<file path="src/design/hsee_pkg.sv">
// shared types and constants of the heisenberg spin energy engine
`timescale 1ns / 1ps
`default_nettype none
package hsee_pkg;

  localparam int MAX_SITES_DEF = 256;
  localparam int CNT_W         = 11;   // holds any site count up to 1024
  localparam int SITES_CFG_W   = 9;
  localparam logic [SITES_CFG_W-1:0] SITES_RESET = 9'd256;
  localparam int PROD_W        = 52;
  localparam int DOT_W         = 35;
  localparam int VEC_W         = 17;
  localparam int ENERGY_W      = 63;

  typedef enum logic [1:0] {
    OP_WR_SPIN = 2'd0,
    OP_WR_COUP = 2'd1,
    OP_DELTA   = 2'd2,
    OP_TOTAL   = 2'd3
  } op_t;

  typedef enum logic [1:0] {
    ST_OK    = 2'd0,
    ST_RANGE = 2'd1,
    ST_SAT   = 2'd2
  } status_t;

  typedef struct packed {
    op_t                opcode;
    logic [7:0]         site;
    logic [7:0]         partner_site;
    logic signed [15:0] spin_x;
    logic signed [15:0] spin_y;
    logic signed [15:0] spin_z;
    logic signed [15:0] coupling_value;
  } req_t;

  typedef struct packed {
    logic signed [ENERGY_W-1:0] energy_value;
    status_t                    status;
  } rsp_t;

  typedef struct packed {
    logic signed [15:0] z;
    logic signed [15:0] y;
    logic signed [15:0] x;
  } spin_vec_t;

  typedef enum logic [1:0] {
    MS_X,
    MS_Y,
    MS_Z,
    MS_J
  } mul_sel_t;

  typedef struct packed {
    logic     vec_ld;
    logic     vec_diff;
    logic     mul_en;
    mul_sel_t mul_sel;
    logic     dot_ld;
    logic     dot_add;
    logic     acc_clr;
    logic     acc_add;
    logic     acc_dbl;
  } dp_ctl_t;

  typedef enum logic [3:0] {
    S_CLEAR,
    S_IDLE,
    S_RDI,
    S_CAPI,
    S_RD,
    S_M0,
    S_M1,
    S_M2,
    S_M3,
    S_MJ,
    S_AC,
    S_DONE
  } state_t;

endpackage
`default_nettype wire

</file>
<file path="src/design/hsee_datapath.sv">
// shared multiplier with dot and energy accumulators and saturation
`timescale 1ns / 1ps
`default_nettype none
module hsee_datapath #(
  parameter int MAX_SITES = hsee_pkg::MAX_SITES_DEF
) (
  input  wire logic                                   clk,
  input  wire hsee_pkg::dp_ctl_t                      ctl,
  input  wire hsee_pkg::spin_vec_t                    prop_spin,
  input  wire hsee_pkg::spin_vec_t                    spin_rd,
  input  wire logic signed [15:0]                     coup_rd,
  output logic signed [hsee_pkg::ENERGY_W-1:0]        energy,
  output logic                                        sat
);

  localparam int IW       = $clog2(MAX_SITES);
  localparam int ACCW_RAW = hsee_pkg::PROD_W + 2 * IW + 1;
  localparam int ACCW     = (ACCW_RAW > 64) ? ACCW_RAW : 64;
  localparam int EW       = hsee_pkg::ENERGY_W;

  logic signed [hsee_pkg::VEC_W-1:0]  vec_x, vec_y, vec_z;
  logic signed [hsee_pkg::PROD_W-1:0] prod;
  logic signed [hsee_pkg::DOT_W-1:0]  dot;
  logic signed [ACCW-1:0]             acc;
  logic signed [hsee_pkg::DOT_W-1:0]  mul_a;
  logic signed [hsee_pkg::VEC_W-1:0]  mul_b;
  logic signed [ACCW-1:0]             addend;
  logic                               fits;

  always_comb begin
    case (ctl.mul_sel)
      hsee_pkg::MS_X: begin
        mul_a = hsee_pkg::DOT_W'(spin_rd.x);
        mul_b = vec_x;
      end
      hsee_pkg::MS_Y: begin
        mul_a = hsee_pkg::DOT_W'(spin_rd.y);
        mul_b = vec_y;
      end
      hsee_pkg::MS_Z: begin
        mul_a = hsee_pkg::DOT_W'(spin_rd.z);
        mul_b = vec_z;
      end
      hsee_pkg::MS_J: begin
        mul_a = dot;
        mul_b = hsee_pkg::VEC_W'(coup_rd);
      end
      default: begin
        mul_a = dot;
        mul_b = hsee_pkg::VEC_W'(coup_rd);
      end
    endcase
  end

  // energy change counts every pair twice
  assign addend = ctl.acc_dbl ? (ACCW'(prod) <<< 1) : ACCW'(prod);

  always_ff @(posedge clk) begin
    if (ctl.vec_ld) begin
      if (ctl.vec_diff) begin
        vec_x <= hsee_pkg::VEC_W'(prop_spin.x) - hsee_pkg::VEC_W'(spin_rd.x);
        vec_y <= hsee_pkg::VEC_W'(prop_spin.y) - hsee_pkg::VEC_W'(spin_rd.y);
        vec_z <= hsee_pkg::VEC_W'(prop_spin.z) - hsee_pkg::VEC_W'(spin_rd.z);
      end else begin
        vec_x <= hsee_pkg::VEC_W'(spin_rd.x);
        vec_y <= hsee_pkg::VEC_W'(spin_rd.y);
        vec_z <= hsee_pkg::VEC_W'(spin_rd.z);
      end
    end
    if (ctl.mul_en) begin
      prod <= hsee_pkg::PROD_W'(mul_a) * hsee_pkg::PROD_W'(mul_b);
    end
    if (ctl.dot_ld) begin
      dot <= hsee_pkg::DOT_W'(prod);
    end else if (ctl.dot_add) begin
      dot <= dot + hsee_pkg::DOT_W'(prod);
    end
    if (ctl.acc_clr) begin
      acc <= '0;
    end else if (ctl.acc_add) begin
      acc <= acc + addend;
    end
  end

  // value fits when the sign bit of the result and all bits above it agree
  assign fits = (&acc[ACCW-1:EW-1]) || !(|acc[ACCW-1:EW-1]);
  assign sat  = !fits;

  always_comb begin
    if (fits) begin
      energy = acc[EW-1:0];
    end else if (acc[ACCW-1]) begin
      energy = {1'b1, {(EW-1){1'b0}}};
    end else begin
      energy = {1'b0, {(EW-1){1'b1}}};
    end
  end

endmodule
`default_nettype wire

</file>
<file path="config.mk">
export PLATFORM = sky130hd
export DESIGN_NAME = hsee_datapath
export DESIGN_NICKNAME = d
export VERILOG_FILES = /design/src/design/hsee_pkg.sv /design/src/design/hsee_datapath.sv
export SDC_FILE = /design/constraint.sdc
export NUM_CORES = 2
export LEC_CHECK = 0
export BUFFER_PORTS_ARGS = -buffer_cell sky130_fd_sc_hd__buf_2
export CORE_MARGIN = 4
export CORE_UTILIZATION = 59
export DETAILED_ROUTE_END_ITERATION = 8
export GPL_TIMING_DRIVEN = 0
export PLACE_DENSITY = 0.77
export SLEW_MARGIN = 20
export SYNTH_ARGS = -nofsm -noshare
export SYNTH_HDL_FRONTEND = slang
export SYNTH_SLANG_ARGS = --single-unit
</file>
<file path="constraint.sdc">
create_clock -name clk -period 24.1 [get_ports clk]
set_input_delay 4.82 -clock clk [delete_from_list [all_inputs] [get_ports clk]]
set_output_delay 4.82 -clock clk [all_outputs]
set_load 0.01 [all_outputs]
</file>
Word-level counts from Yosys, hierarchy flattened
Cells that the tools add are included.
Widths: inputs -> output; s select.
{ "op_classes": {"add_sub_neg": 5, "n_mul": 1, "eq_ne": 3, "muxes": 10, "reduce_logical": 7} }
{ "op_table": {"columns": ["cell", "count"], "rows": [
  ["$pmux 35 s4", 1],
  ["$mux 63", 2],
  ["$mux 35", 2],
  ["$add 69x53->69", 1],
  ["$pmux 17 s4", 1],
  ["$mul 35x17->52", 1],
  ["$mux 52", 1],
  ["$mux 17", 3],
  ["$sub 16x16->17", 3],
  ["$add 35x35->35", 1],
  ["$reduce_and 7->1", 1],
  ["$reduce_or 7->1", 1],
  ["$eq 2x2->1 const B", 2],
  ["$eq 2x1->1 const B", 1],
  ["$logic_not 1->1", 2],
  ["$logic_not 2->1", 1],
  ["$reduce_bool 2->1", 1],
  ["$logic_or 1x1->1", 1]
]} }
{ "word_totals": {"reg_bits": 207, "in_bits": 123, "output_inout_bits": 64} }

Logic depth before layout (Yosys ltp)
{ "logic_depth": {"ltp_word": 4, "ltp_mapped": 32} }

Worst setup path after synthesis
OpenSTA, ideal clock, no wires.
{ "synth_timing": {"path_kind": "input to register", "from": "input ctl[6] in the netlist's numbering", "to": "register prod[48] in the netlist's numbering (data pin)", "arrival_ns": 12.078, "required_time_ns": 23.842, "setup_slack_ns": 11.764, "path_stages": 29, "n_path_buf": 5, "path_cell_list": "clkbuf_1 buf_1 clkbuf_1 clkbuf_1 nand2_1 o21ai_1 clkbuf_1 nor2_1 fa_1 inv_1 fa_1 fa_1 inv_1 fa_1 fa_1 inv_1 fa_1 inv_1 ha_1 a21oi_1 o21ai_0 a221o_1 a31oi_1 a21oi_1 o211ai_1 a21oi_1 a2111o_1 a21oi_1 xnor2_1"} }
{ "synth_between": {"elab_chain_len": 3} }
{ "synth_lines": {"columns": ["item", "line", "rtl"], "rows": [
  ["start: declaration", "hsee_datapath.sv:8", "input wire hsee_pkg::dp_ctl_t ctl,"],
  ["$eq 2x2->1, or another cell as far along", "hsee_datapath.sv:31", "case (ctl.mul_sel)"],
  ["$pmux 35 s4 or $pmux 17 s4 (tied branches)", "hsee_datapath.sv:31", null],
  ["$mul 35x17->52 *", "hsee_datapath.sv:71", "prod <= hsee_pkg::PROD_W'(mul_a) * hsee_pkg::PROD_W'(mul_b);"],
  ["end signal: assignment", "hsee_datapath.sv:71", null],
  ["end: declaration", "hsee_datapath.sv:22", "logic signed [hsee_pkg::PROD_W-1:0] prod;"]
]} }
Mark *: on every way between the ends. The rest lies on a longest branch, timed or not.
A chain may end at the register's enable or synchronous reset.

Final worst setup path
{ "layout_timing": {"from": "input ctl[6] in the netlist's numbering", "to": "register prod[50] in the netlist's numbering (data pin)"} }
The elaborated chain is that of the path after synthesis.

==> results by group <==
Status
  – Status: finished clean

Timing
  – Post-route minimum period: around 15000 ps
  – Setup Viol. Count Final: 0
  – Fin crit share: 61.47%
  – Skew final: 31.22 ps
  – Fin. Hold Viols: 0
  – RSZ-0062 raised after global routing: false
  – Post-Route Setup TNS: 0 ps
  – Relative slew slack: a little over a fifth
  – Fin. max-slew vios: 0
  – Fmax: between 0.06 and 0.07 GHz
  – Worst Max-Slew Pin Slew: about 1200 ps

Detailed routing
  – Vias/cell: around 6.0
  – Vias: roughly 33000
  – Residual DRC count: 0
  – Final wirelength: 120100 µm
  – Violation count after the first detailed-routing iteration: 2848
  – Drt wl/cell: roughly 22 µm
  – ANT nets after route: 0
  – 1st-pass router iterations: 8

Layout
  – NumNets Final: roughly 5600
  – Fillers: 5450
  – Area Overhead vs Synth: 7.593%
  – Fraction of layout cells with a size suffix above 1: 7.483%

Synthesis
  – Number of synthesized register bits: ~210
  – Number of flops mapped to enable cells by yosys: ~140
  – Synth Flop Type: edfxtp_1
  – Top-count cell post-synth: inv_1
  – Top-area cell type share of the netlist area: between 30% and 40%
  – Synth area leaders: fa_1, edfxtp_1, ha_1, inv_1, nand2_1
  – Area leader, netlist: fa_1
  – Yosys warning count: 0
  – Post-Syn Area: roughly 38000 µm²
  – Post-synth top cells: inv_1, fa_1, nand2_1
  – Syn avg cell area: roughly 8.6 µm²
  – Post-synthesis sequential area ratio: 14.62%
  – Mapped Cells: 4397
  – FFs w/ async S/R, synth: 0%
  – Synth Net Count: about 5400
  – Synth cell types: 96

Global route
  – First-pass GRT wire length: ~190000 µm
  – GRT Overall Usage: between 30% and 40%
  – Met3 Use GR: about a tenth
  – Initial antenna violation count: 2
  – Met1 Use GR: between 40% and 50%
  – Gr busiest metal: met2
  – Global routing usage on met2: between 50% and 60%
  – Vias in the first global route: 33020
  – Largest net degree at the start of global routing: 53
  – Overflow left after global routing: 0

Clocking
  – CTS root buffer: clkbuf_16
  – H-Tree Depth: 1
  – TritonCTS clock tree: built
  – CTS buffer count: 25
  – Hold Buf Count CTS: 0
  – Post_cts resized: 0
  – Post-CTS Setup Inserts: 0
  – Clock Latency Late Sink: roughly 570 ps
  – Clock transition at path regs: approximately 60 ps
  – CTS sink count: a little over 200
  – Clock buffer depth: 3

Floorplanning
  – FP Rows: between 90 and 100
  – Core area: 63200 µm²
  – Die area: ~68000 µm²
  – Die W: between 200 and 300 µm
  – # IOs: 187
  – Initial core utilization: between 50% and 60%
  – Overall die height: ~260 µm

Placement
  – HPWL after DPL: about 100000 µm
  – Buffers added on ports: 180
  – Routability cong.: ~1.1

Critical path
  – Max incr delay on CP: roughly 730 ps
  – Max FO, Critical Path: 10
  – Most used cell, CP: fa_1
  – Critical Path Source Type: input pin
  – Worst r2r src: vec_y[5]
  – Crit. End Element: register
  – Critical path arrival: 15080 ps
  – Required time worst endpoint: approximately 24000 ps
  – CP Class: input pin to register
  – Slowest cell on the critical path: a221oi_1
  – Worst setup path startpoint: ctl[6]

Min path
  – Worst hold-check path type: register to register
  – HP Start: acc[35]

Job
  – Max cap viols: 0
==> final cells by class <==
type / instances / area, µm² / area share (%)
Antenna cell: 1 / 2.502 / 0.006155
Clock inverter: 17 / 226.5 / 0.5570
Multi-Input combinational cell: 3292 / 28880 / 71.03
Timing Repair Buffer: 181 / 923.4 / 2.271
Tap cell: 846 / 1059 / 2.604
Clock buffer: 29 / 650.6 / 1.600
Buffer: 204 / 785.8 / 1.933
Inverter: 694 / 2605 / 6.408
Sequential cell: 207 / 5525 / 13.59
==> state kept, by name, indices dropped and copies added, names as in the netlist <==
register  flops
dot          35
vec_x        17
vec_z        17
prod         52
vec_y        17
acc          69
==> critical path: cells and delay by family <==
kind            cells  cell delay [ps]
simple gates        2              300
buf+inv             9             2650
xor+xnor            1              490
compound gates     10             3360
fa+ha+maj           7             3440
==> routing by layer <==
metal	wire, µm	vias to the layer above
met3	13630	383
met5	0	-
met2	54160	1672
met4	7570	0
li1	-	14790
met1	44740	15790
==> metrics by stage <==
stage | hold slack, ps | worst slack (ps) | std cells | cell area, µm² | util, %
6_report | 481.8 | 9286 | 5471 | 40660 | 64.33
5_1_grt | 507.4 | 8975 | 5470 | 40650 | 64.33
4_1_cts | 481.8 | 9567 | 5469 | 40630 | 64.29
3_5_place_dp | 471.1 | 9006 | 5423 | 39750 | 62.90
3_3_place_gp | 464.8 | 9141 | 5423 | 39750 | 62.89
2_1_floorplan | 443.4 | 11760 | 4397 | 37790 | -
==> path summary, 6_finish.rpt <==
path	to	slack, ps	cells past startpoint
max	prod[50]	9290	29
max reg2reg	prod[50]	14600	25
min reg2reg	acc[35]	480	2
min	acc[35]	480	2
==> placed cells by master (no fill, tap or decap), types with 29 or more instances in the layout <==
cell type  synthesis  layout
mux2_2            62      62
o21ai_0          170     165
nand4_1           34      34
buf_2             16     195
edfxtp_1         138     138
nand3_1           48      48
xnor2_1           96      96
xor2_1            54      54
mux2i_1           41      41
o211ai_1          29      29
a21oi_1          196     196
o21ai_1           75      78
ha_1             271     271
nor2b_1           30      30
dfxtp_1           69      69
fa_1             571     571
and2_1            47      47
nand2b_1          31      31
o21a_1            40      40
nand2_1          515     515
and3_1            30      30
o21bai_1          30      30
nor2_1           454     454
inv_1            691     691
a21o_1           163     163
or3_1             36      36
clkbuf_1         173     176
nor3_1            46      46
==> cell families (layout without fill, tap and decap cells) <==
logic type | count (synthesis) | in the layout | synth area share (%)
DFF | 207 | 207 | 14.62
and+or+nand+nor | 1325 | 1325 | 15.54
other | 0 | 1 | 0
buffers and inverters | 898 | 1125 | 8.974
adders and majority gates | 842 | 842 | 39.23
muxes | 112 | 112 | 3.440
xor gates and xnor gates | 150 | 150 | 3.477
AOI/OAI and AO/OA | 863 | 863 | 14.73
Power is left out: the tool's default activity adds up to more than one toggle a clock period on the data nets, which glitch-free logic cannot reach.
