`config.mk`:
```
export PLATFORM = sky130hd
export DESIGN_NAME = hsee_seq
export DESIGN_NICKNAME = d
export VERILOG_FILES = /design/src/design/hsee_pkg.sv /design/src/design/hsee_seq.sv
export SDC_FILE = /design/constraint.sdc
export NUM_CORES = 1
export LEC_CHECK = 0
export ABC_AREA = 1
export BUFFER_PORTS_ARGS = -buffer_cell sky130_fd_sc_hd__buf_4
export CAP_MARGIN = 20
export CORE_AREA = 2 2 154 156
export DETAILED_ROUTE_END_ITERATION = 7
export DIE_AREA = 0 0 156 158
export GPL_TIMING_DRIVEN = 0
export MAX_ROUTING_LAYER = met4
export PLACE_DENSITY = 0.66
export RECOVER_POWER = 50
export SLEW_MARGIN = 15
export SYNTH_ARGS = -nofsm -noshare
export SYNTH_HDL_FRONTEND = slang
export SYNTH_SLANG_ARGS = --single-unit
```
`constraint.sdc`:
```
create_clock -name clk -period 10.4 [get_ports clk]
set_input_delay 1.04 -clock clk [delete_from_list [all_inputs] [get_ports clk]]
set_output_delay 1.04 -clock clk [all_outputs]
set_load 0.02 [all_outputs]
```
`src/design/hsee_pkg.sv`:
```
// shared types and constants of the heisenberg spin energy engine
`timescale 1ns / 1ps
`default_nettype none
package hsee_pkg;

  localparam int MAX_SITES_DEF = 256;
  localparam int CNT_W         = 11;   // holds any site count up to 1024
  localparam int SITES_CFG_W   = 9;
  localparam logic [SITES_CFG_W-1:0] SITES_RESET = 9'd256;
  localparam int PROD_W        = 52;
  localparam int DOT_W         = 35;
  localparam int VEC_W         = 17;
  localparam int ENERGY_W      = 63;

  typedef enum logic [1:0] {
    OP_WR_SPIN = 2'd0,
    OP_WR_COUP = 2'd1,
    OP_DELTA   = 2'd2,
    OP_TOTAL   = 2'd3
  } op_t;

  typedef enum logic [1:0] {
    ST_OK    = 2'd0,
    ST_RANGE = 2'd1,
    ST_SAT   = 2'd2
  } status_t;

  typedef struct packed {
    op_t                opcode;
    logic [7:0]         site;
    logic [7:0]         partner_site;
    logic signed [15:0] spin_x;
    logic signed [15:0] spin_y;
    logic signed [15:0] spin_z;
    logic signed [15:0] coupling_value;
  } req_t;

  typedef struct packed {
    logic signed [ENERGY_W-1:0] energy_value;
    status_t                    status;
  } rsp_t;

  typedef struct packed {
    logic signed [15:0] z;
    logic signed [15:0] y;
    logic signed [15:0] x;
  } spin_vec_t;

  typedef enum logic [1:0] {
    MS_X,
    MS_Y,
    MS_Z,
    MS_J
  } mul_sel_t;

  typedef struct packed {
    logic     vec_ld;
    logic     vec_diff;
    logic     mul_en;
    mul_sel_t mul_sel;
    logic     dot_ld;
    logic     dot_add;
    logic     acc_clr;
    logic     acc_add;
    logic     acc_dbl;
  } dp_ctl_t;

  typedef enum logic [3:0] {
    S_CLEAR,
    S_IDLE,
    S_RDI,
    S_CAPI,
    S_RD,
    S_M0,
    S_M1,
    S_M2,
    S_M3,
    S_MJ,
    S_AC,
    S_DONE
  } state_t;

endpackage
`default_nettype wire

```
`src/design/hsee_seq.sv`:
```
// sequencer: item handshake, site loops, store access and result register
`timescale 1ns / 1ps
`default_nettype none
module hsee_seq #(
  parameter int MAX_SITES = hsee_pkg::MAX_SITES_DEF
) (
  input  wire logic                           clk,
  input  wire logic                           rst,
  input  wire logic [hsee_pkg::CNT_W-1:0]     n,
  input  wire logic                           req_valid,
  output logic                                req_ready,
  input  wire hsee_pkg::req_t                 req,
  output logic                                rsp_valid,
  input  wire logic                           rsp_ready,
  output hsee_pkg::rsp_t                      rsp,
  output logic                                spin_we,
  output logic [$clog2(MAX_SITES)-1:0]        spin_waddr,
  output hsee_pkg::spin_vec_t                 spin_wdata,
  output logic                                spin_re,
  output logic [$clog2(MAX_SITES)-1:0]        spin_raddr,
  output logic                                coup_we,
  output logic [2*$clog2(MAX_SITES)-1:0]      coup_waddr,
  output logic signed [15:0]                  coup_wdata,
  output logic                                coup_re,
  output logic [2*$clog2(MAX_SITES)-1:0]      coup_raddr,
  output hsee_pkg::dp_ctl_t                   dp_ctl,
  output hsee_pkg::spin_vec_t                 prop_spin,
  input  wire logic signed [hsee_pkg::ENERGY_W-1:0] dp_energy,
  input  wire logic                           dp_sat
);

  localparam int IW = $clog2(MAX_SITES);
  localparam int CW = hsee_pkg::CNT_W;
  localparam logic [IW-1:0] LAST_IDX = IW'(MAX_SITES - 1);

  hsee_pkg::state_t state, state_next;
  hsee_pkg::req_t   cur;
  logic [IW-1:0]    i, i_next, j, j_next, clr_idx, clr_idx_next;
  logic             err, err_next;
  logic             accept, req_err, j_last, i_last, is_delta, rsp_load;
  logic [IW-1:0]    site_i, req_site_i, req_part_i;

  assign accept     = req_valid && req_ready;
  assign req_ready  = (state == hsee_pkg::S_IDLE);
  assign is_delta   = (cur.opcode == hsee_pkg::OP_DELTA);
  assign site_i     = IW'(cur.site);
  assign req_site_i = IW'(req.site);
  assign req_part_i = IW'(req.partner_site);
  assign j_last     = (CW'(j) == n - CW'(1));
  assign i_last     = (CW'(i) == n - CW'(1));
  assign req_err    = (req.opcode != hsee_pkg::OP_TOTAL) &&
                      ((CW'(req.site) >= n) ||
                       ((req.opcode == hsee_pkg::OP_WR_COUP) &&
                        (CW'(req.partner_site) >= n)));
  assign rsp_load   = (state == hsee_pkg::S_DONE) && (!rsp_valid || rsp_ready);
  assign prop_spin  = '{z: cur.spin_z, y: cur.spin_y, x: cur.spin_x};

  always_ff @(posedge clk) begin
    if (rst) begin
      state     <= hsee_pkg::S_CLEAR;
      clr_idx   <= '0;
      rsp_valid <= 1'b0;
    end else begin
      state   <= state_next;
      clr_idx <= clr_idx_next;
      if (rsp_load) begin
        rsp_valid <= 1'b1;
      end else if (rsp_ready) begin
        rsp_valid <= 1'b0;
      end
    end
  end

  always_ff @(posedge clk) begin
    i   <= i_next;
    j   <= j_next;
    err <= err_next;
    if (accept) begin
      cur <= req;
    end
    if (rsp_load) begin
      if (err) begin
        rsp.energy_value <= '0;
        rsp.status       <= hsee_pkg::ST_RANGE;
      end else begin
        rsp.energy_value <= dp_energy;
        rsp.status       <= dp_sat ? hsee_pkg::ST_SAT : hsee_pkg::ST_OK;
      end
    end
  end

  always_comb begin
    state_next   = state;
    i_next       = i;
    j_next       = j;
    clr_idx_next = clr_idx;
    err_next     = err;
    spin_we      = 1'b0;
    spin_waddr   = req_site_i;
    spin_wdata   = '{z: req.spin_z, y: req.spin_y, x: req.spin_x};
    spin_re      = 1'b0;
    spin_raddr   = j;
    coup_we      = 1'b0;
    coup_waddr   = {req_site_i, req_part_i};
    coup_wdata   = req.coupling_value;
    coup_re      = 1'b0;
    coup_raddr   = is_delta ? {j, site_i} : {i, j};
    dp_ctl       = '{vec_ld: 1'b0, vec_diff: is_delta, mul_en: 1'b0,
                     mul_sel: hsee_pkg::MS_X, dot_ld: 1'b0, dot_add: 1'b0,
                     acc_clr: 1'b0, acc_add: 1'b0, acc_dbl: is_delta};
    case (state)
      hsee_pkg::S_CLEAR: begin
        spin_we      = 1'b1;
        spin_waddr   = clr_idx;
        spin_wdata   = '0;
        clr_idx_next = clr_idx + IW'(1);
        if (clr_idx == LAST_IDX) begin
          state_next = hsee_pkg::S_IDLE;
        end
      end
      hsee_pkg::S_IDLE: begin
        if (accept) begin
          dp_ctl.acc_clr = 1'b1;
          err_next       = req_err;
          i_next         = '0;
          j_next         = '0;
          state_next     = hsee_pkg::S_DONE;
          if (!req_err) begin
            case (req.opcode)
              hsee_pkg::OP_WR_SPIN: spin_we = 1'b1;
              hsee_pkg::OP_WR_COUP: coup_we = 1'b1;
              hsee_pkg::OP_DELTA:   state_next = hsee_pkg::S_RDI;
              hsee_pkg::OP_TOTAL: begin
                if (n != '0) begin
                  state_next = hsee_pkg::S_RDI;
                end
              end
              default: state_next = hsee_pkg::S_DONE;
            endcase
          end
        end
      end
      hsee_pkg::S_RDI: begin
        spin_re    = 1'b1;
        spin_raddr = is_delta ? site_i : i;
        j_next     = '0;
        state_next = hsee_pkg::S_CAPI;
      end
      hsee_pkg::S_CAPI: begin
        dp_ctl.vec_ld = 1'b1;
        state_next    = hsee_pkg::S_RD;
      end
      hsee_pkg::S_RD: begin
        if (is_delta && (j == site_i)) begin
          // self term cancels, skip the site
          if (j_last) begin
            state_next = hsee_pkg::S_DONE;
          end else begin
            j_next = j + IW'(1);
          end
        end else begin
          spin_re    = 1'b1;
          coup_re    = 1'b1;
          state_next = hsee_pkg::S_M0;
        end
      end
      hsee_pkg::S_M0: begin
        dp_ctl.mul_en  = 1'b1;
        dp_ctl.mul_sel = hsee_pkg::MS_X;
        state_next     = hsee_pkg::S_M1;
      end
      hsee_pkg::S_M1: begin
        dp_ctl.mul_en  = 1'b1;
        dp_ctl.mul_sel = hsee_pkg::MS_Y;
        dp_ctl.dot_ld  = 1'b1;
        state_next     = hsee_pkg::S_M2;
      end
      hsee_pkg::S_M2: begin
        dp_ctl.mul_en  = 1'b1;
        dp_ctl.mul_sel = hsee_pkg::MS_Z;
        dp_ctl.dot_add = 1'b1;
        state_next     = hsee_pkg::S_M3;
      end
      hsee_pkg::S_M3: begin
        dp_ctl.dot_add = 1'b1;
        state_next     = hsee_pkg::S_MJ;
      end
      hsee_pkg::S_MJ: begin
        dp_ctl.mul_en  = 1'b1;
        dp_ctl.mul_sel = hsee_pkg::MS_J;
        state_next     = hsee_pkg::S_AC;
      end
      hsee_pkg::S_AC: begin
        dp_ctl.acc_add = 1'b1;
        if (!j_last) begin
          j_next     = j + IW'(1);
          state_next = hsee_pkg::S_RD;
        end else if (!is_delta && !i_last) begin
          i_next     = i + IW'(1);
          state_next = hsee_pkg::S_RDI;
        end else begin
          state_next = hsee_pkg::S_DONE;
        end
      end
      hsee_pkg::S_DONE: begin
        if (rsp_load) begin
          state_next = hsee_pkg::S_IDLE;
        end
      end
      default: state_next = hsee_pkg::S_IDLE;
    endcase
  end

  a_busy_after_accept: assert property (@(posedge clk) disable iff (rst)
    accept |=> !req_ready)
    else $error("item taken while previous item still in work");

  a_range_zero: assert property (@(posedge clk) disable iff (rst)
    (rsp_valid && rsp.status == hsee_pkg::ST_RANGE) |-> (rsp.energy_value == '0))
    else $error("range error result carries nonzero energy");

  a_loop_bound: assert property (@(posedge clk) disable iff (rst)
    (state == hsee_pkg::S_RD) |-> (CW'(j) < n))
    else $error("site loop ran past active count");

  a_clear_blocks: assert property (@(posedge clk) disable iff (rst)
    (state == hsee_pkg::S_CLEAR) |-> !req_ready)
    else $error("item taken during spin store clear");

endmodule
`default_nettype wire

```
Word-level counts from Yosys, hierarchy flattened --
Cells that the tools add are included.
Storage, ports and cells: register bits 153, output and inout bits 241, input port bits 161
Operators by class: reduce and logical (&&, ||, !) cells 22, equality and inequality tests 27, muxes and demuxes 44, add/subtract/negate cells 4, magnitude comparators 2
Operator list (count):
- $mux W8 | 8
- $mux W48 | 1
- $pmux W4 S12 | 1
- $mux W4 | 9
- $pmux W8 S4 | 1
- $add A8 B1 Y8 const B | 3
- $eq A8 B11 Y1 | 2
- $ge A8 B11 Y1 | 2
- $mux W1 | 17
- $eq A4 B3 Y1 const B | 4
- $eq A4 B4 Y1 const B | 4
- $mux W16 | 1
- $pmux W8 S2 | 1
- $ne A2 B2 Y1 const B | 6
- $pmux W3 S4 | 1
- $reduce_bool A11 Y1 | 1
- $sub A11 B1 Y11 const B | 1
- $eq A4 B2 Y1 const B | 2
- $eq A8 B8 Y1 | 1
- $eq A8 B8 Y1 const B | 1
- $pmux W4 S2 | 1
- $reduce_and A4 Y1 | 2
- $eq A2 B2 Y1 const B | 3
- $logic_and A1 B1 Y1 | 6
- 15 further kinds | 20

Longest topological paths before layout --
word-level depth 7, depth in mapped cells 15, gate-level depth less buffers 15

Worst setup path before layout --
No wires, ideal clock.
path type input to register, start point input port rsp_ready, end point register rsp[0] (netlist name), enable pin, required time 9.832 ns, buffers on the path 0, data arrival time 5.529 ns, library setup time 0.568 ns, setup slack 4.303 ns, cell stages on the path 2, path through nor2_1 -> nor3_1
On the way: longest elaborated chain between the ends 2
RTL lines:
- start, declared | line hsee_seq.sv:14 | input wire logic rsp_ready,
- $logic_or A1 B1 Y1 | line hsee_seq.sv:55 | assign rsp_load = (state == hsee_pkg::S_DONE) && (!rsp_valid || rsp_ready);
- $logic_and A1 B1 Y1 | line hsee_seq.sv:55
- via rsp_load | line hsee_seq.sv:40 | logic accept, req_err, j_last, i_last, is_delta, rsp_load;
- end, declared | line hsee_seq.sv:15 | output hsee_pkg::rsp_t rsp,
The timed path passes the listed nets, and every way through them passes these cells. A chain may end at the register's enable or synchronous reset.

==> reports/qor_table.md <==
| Metric | Reported | Unit |
|---|---|---|
| Most area-hungry cell type in the Yosys netlist | sky130_fd_sc_hd__edfxtp_1 | - |
| Std-Cell Core Area | 0.0231 | mm^2 |
| Die Width | 156 | um |
| Number of maximum-capacitance violations | 0 | - |
| Total Nets Final | 1586 | - |
| Biggest area contributors in the synthesized netlist | sky130_fd_sc_hd__edfxtp_1, sky130_fd_sc_hd__inv_1, sky130_fd_sc_hd__nor2_1 | - |
| Growth of design area from synthesis to finish | 39.7 | % |
| Insertion delay of the later-clocked pin in the worst-skew pair | 0.43 | ns |
| Sequential-to-total area share from yosys stat | 0.520 | - |
| Average detailed-routed wire length per instance | 16.1 | um |
| Share of the clock period used by the worst path after layout | 0.403 | - |
| Post-synth net total | 1174 | - |
| Data required time at the worst endpoint | 9.36 | ns |
| Highest net fanout along the worst path | 30 | - |
| Cells on worst reg2reg path | 6 | - |
| Fraction of final layout cells sized beyond drive strength 1 | 0.283 | - |
| Unrepaired setup endpoints after global routing | no | - |
| Count of standard-cell rows | 56 | - |
| Number of pins exceeding their max-slew limit in the final report | 0 | - |
| Number of diodes | 0 | - |
| Worst setup slack after placement | 6.48 | ns |
| Starting density of the core | 0.373 | - |
| Top FF cell, synth | sky130_fd_sc_hd__edfxtp_1 | - |
| Setup Skew | 0.0160 | ns |
| Vertical die dimension | 158 | um |
| Setup bufs post-CTS | 0 | - |
| Reg-to-reg critical path startpoint | state[0] | - |
| Count of different cell masters after synthesis | 39 | - |
| Cts-stage hold buffer count | 0 | - |
| Clock transition at the register clock pins on the worst setup and hold paths after CTS | 0.07 | ns |
| Critical path cell sequence | inv_1 -> nor2_1 -> inv_1 -> nor2_1 -> inv_1 -> nor2_1 -> buf_16 -> buf_12 -> buf_4 -> buf_4 | - |
| Leakage Power | 5.64 | nW |
| # DRC | 0 | - |
| Highest ir drop seen on vdd | 0.0963 | mV |
| Post-layout instance area | 0.0120 | mm^2 |
| Critical register-to-register path endpoint | rsp[61] | - |
| H-Tree Level Count | 4 | - |
| Setup TNS | 0 | ns |
| Post-synthesis instance area | 0.00859 | mm^2 |
| Hold Path Origin | err | - |
| Result of the run | finished, final reports clean | - |
| Filler cell count in the final layout | 2282 | - |
| Average via count per standard cell | 4.60 | - |
| FF-to-FF setup slack | 7.36 | ns |
| Min cycle time layout | 4.20 | ns |
| Count of buffers inserted at the top-level ports | 384 | - |
| Cell chosen for the clock root | sky130_fd_sc_hd__clkbuf_16 | - |
| Area of the multi-input gates | 0.00268 | mm^2 |
| Critical path's top delay family | simple AND/OR/NAND/NOR gates | - |
| Synth Warn # | 0 | - |
| Critical path startpoint category | register | - |
| Delay of the slowest cell on the worst path | 0.96 | ns |
| Number of global-route vias before repair | 7342 | - |
| Gr usage total | 0.217 | - |
| ANT nets after route | 0 | - |
| Highest clock rate | 238 | MHz |
| Register bit count reported by yosys | 153 | - |
| PD cells | 140 | mW/mm^2 |
| Number of endpoints with negative hold slack in the final report | 0 | - |
| I/O pin count | 402 | - |
| Buffers from clock root to sink, at most | 2 | - |
| Post-synth EDFFs | 140 | - |
| Data arrival time of the worst path | 3.16 | ns |
| HPWL after detailed placement | 22300 | um |
| Final setup viols | 0 | - |
| Worst max-slew margin expressed relative to the limit | 0.161 | - |
| Hold Crit Endpoint | rsp[0] | - |
| Hold Path Class | reg -> reg | - |
| DIE AREA | 0.0246 | mm^2 |
| Final worst-path setup slack | 6.20 | ns |
| Critical path capture point type | primary output | - |
| Count of buffer and inverter cells on the critical path | 7 | - |
| Register Area | 0.00446 | mm^2 |
| Sum of overflow across all layers after global routing | 0 | - |
| TritonCTS clock tree | done | - |
| Cts bufs inserted | 17 | - |
| Gate count of the mapped netlist | 993 | - |
| Power Total | 1.68 | mW |
| DP Area | 0.0120 | mm^2 |
| Global-route wire length before repair | 39500 | um |
| Initial antenna violation count | 0 | - |
| Most frequent cell after synthesis | sky130_fd_sc_hd__inv_1 | - |
| First-pass DRT Iterations | 5 | - |
| Via count | 7849 | - |
| Avg Cell Area, Syn | 8.65 | um^2 |
| Detailed-route wire length | 27600 | um |
| Post-cts resize count | 0 | - |
| Clock tree sinks | 153 | - |
| Maximum number of pins on one net before global-route repair | 31 | - |
| Most common library cells after synthesis | sky130_fd_sc_hd__inv_1, sky130_fd_sc_hd__nor2_1, sky130_fd_sc_hd__edfxtp_1 | - |
| Number of DRC violations after detailed-routing iteration 0 | 497 | - |
| Final weighted congestion in routability-driven placement | 0.940 | - |
| Crit Path Class | reg -> out | - |
| Post-synth ARST share | 0 | - |
| Slew at the pin closest to its max-slew limit | 1.25 | ns |
| Highest-delay cell along the critical path | sky130_fd_sc_hd__nor2_1 | - |
| Synth top area share | 0.489 | - |
| Cell depth of the worst hold path | 0 | - |
-- power breakdown --
group	switching, mW	internal (mW)	leakage, nW	total (mW)
Sequential	0.0159	0.694	1.38	0.710
Clock	0.285	0.341	0.282	0.625
Combinational	0.203	0.140	3.98	0.343
-- cell usage in the layout, fill, tap and decap left out, types with 2 or more instances in the layout --
master,count
sky130_fd_sc_hd__clkbuf_16,17
sky130_fd_sc_hd__nor3b_1,3
sky130_fd_sc_hd__nor3_1,15
sky130_fd_sc_hd__ha_1,20
sky130_fd_sc_hd__clkbuf_1,160
sky130_fd_sc_hd__inv_8,2
sky130_fd_sc_hd__o21ai_1,2
sky130_fd_sc_hd__a31oi_1,12
sky130_fd_sc_hd__a21oi_2,2
sky130_fd_sc_hd__inv_6,5
sky130_fd_sc_hd__nor2_1,189
sky130_fd_sc_hd__a21oi_1,30
sky130_fd_sc_hd__nand3_1,37
sky130_fd_sc_hd__buf_6,2
sky130_fd_sc_hd__o21ai_0,40
sky130_fd_sc_hd__xor2_1,6
sky130_fd_sc_hd__inv_1,201
sky130_fd_sc_hd__nand2_4,2
sky130_fd_sc_hd__dfxtp_1,13
sky130_fd_sc_hd__a211oi_1,2
sky130_fd_sc_hd__nand3b_1,2
sky130_fd_sc_hd__nor2_2,6
sky130_fd_sc_hd__clkinvlp_4,2
sky130_fd_sc_hd__nand2_2,9
sky130_fd_sc_hd__clkinv_8,2
sky130_fd_sc_hd__nor4_1,3
sky130_fd_sc_hd__clkbuf_4,20
sky130_fd_sc_hd__nand4_1,7
sky130_fd_sc_hd__buf_4,310
sky130_fd_sc_hd__edfxtp_1,140
sky130_fd_sc_hd__nor2_4,6
sky130_fd_sc_hd__inv_2,2
sky130_fd_sc_hd__nand2_1,127
sky130_fd_sc_hd__o2111ai_1,2
sky130_fd_sc_hd__nand3_2,4
-- flip-flops by register name, indices dropped and copies added (netlist names) --
register	cells
rsp	65
prop_spin	48
clr_idx	8
i	8
j	8
site_i	8
state	4
cur	2
err	1
rsp_valid	1
-- cell type report --
| type | count | share of cell area |
|---|---|---|
| plain buffers | 101 | 0.0575 |
| clock buffers | 18 | 0.0358 |
| clock inverters | 14 | 0.0131 |
| inverters | 204 | 0.0638 |
| multi-input cells | 535 | 0.223 |
| flip-flops and latches | 153 | 0.372 |
| well taps | 290 | 0.0302 |
| repair buffers | 393 | 0.205 |
-- kinds of logic (layout without fill, tap and decap cells) --
kind of cell | Yosys count | in the layout | share of synthesized area
xor+xnor | 8 | 8 | 0.00903
buf+inv | 305 | 730 | 0.170
compound gates | 93 | 93 | 0.0593
simple gates | 414 | 414 | 0.213
flops | 153 | 153 | 0.520
fa+ha+maj | 20 | 20 | 0.0291
-- metal layers --
metal,vias up,global-route usage,wire (um)
met5,-,-,0
met4,0,0.0795,681
met3,42,0.0337,1850
met2,334,0.370,13700
met1,3574,0.262,11400
li1,3899,-,-
-- metrics by stage --
step / cells / hold WS, ns / utilization
finish: 1708 / 0.452 / 0.521
global route: 1708 / 0.478 / 0.521
CTS: 1708 / 0.458 / 0.544
detailed placement: 1676 / 0.436 / 0.519
global placement: 1667 / 0.434 / 0.513
floorplan: 993 / 0.424 / -
-- worst max path at each step --
stage | start | to | slack, ns | cells after the start
2_1_floorplan | rsp_ready | rsp[0] | 4.30 | 2
5_1_grt | state[0] | dp_ctl[2] | 5.87 | 10
6_report | state[0] | dp_ctl[2] | 6.20 | 10
3_3_place_gp | rsp_ready | rsp[59] | 2.41 | 3
4_1_cts | state[0] | spin_wdata[44] | 6.54 | 7
3_5_place_dp | n[1] | i[7] | 6.48 | 13
No activity file was read; power rests on OpenSTA's default activity.
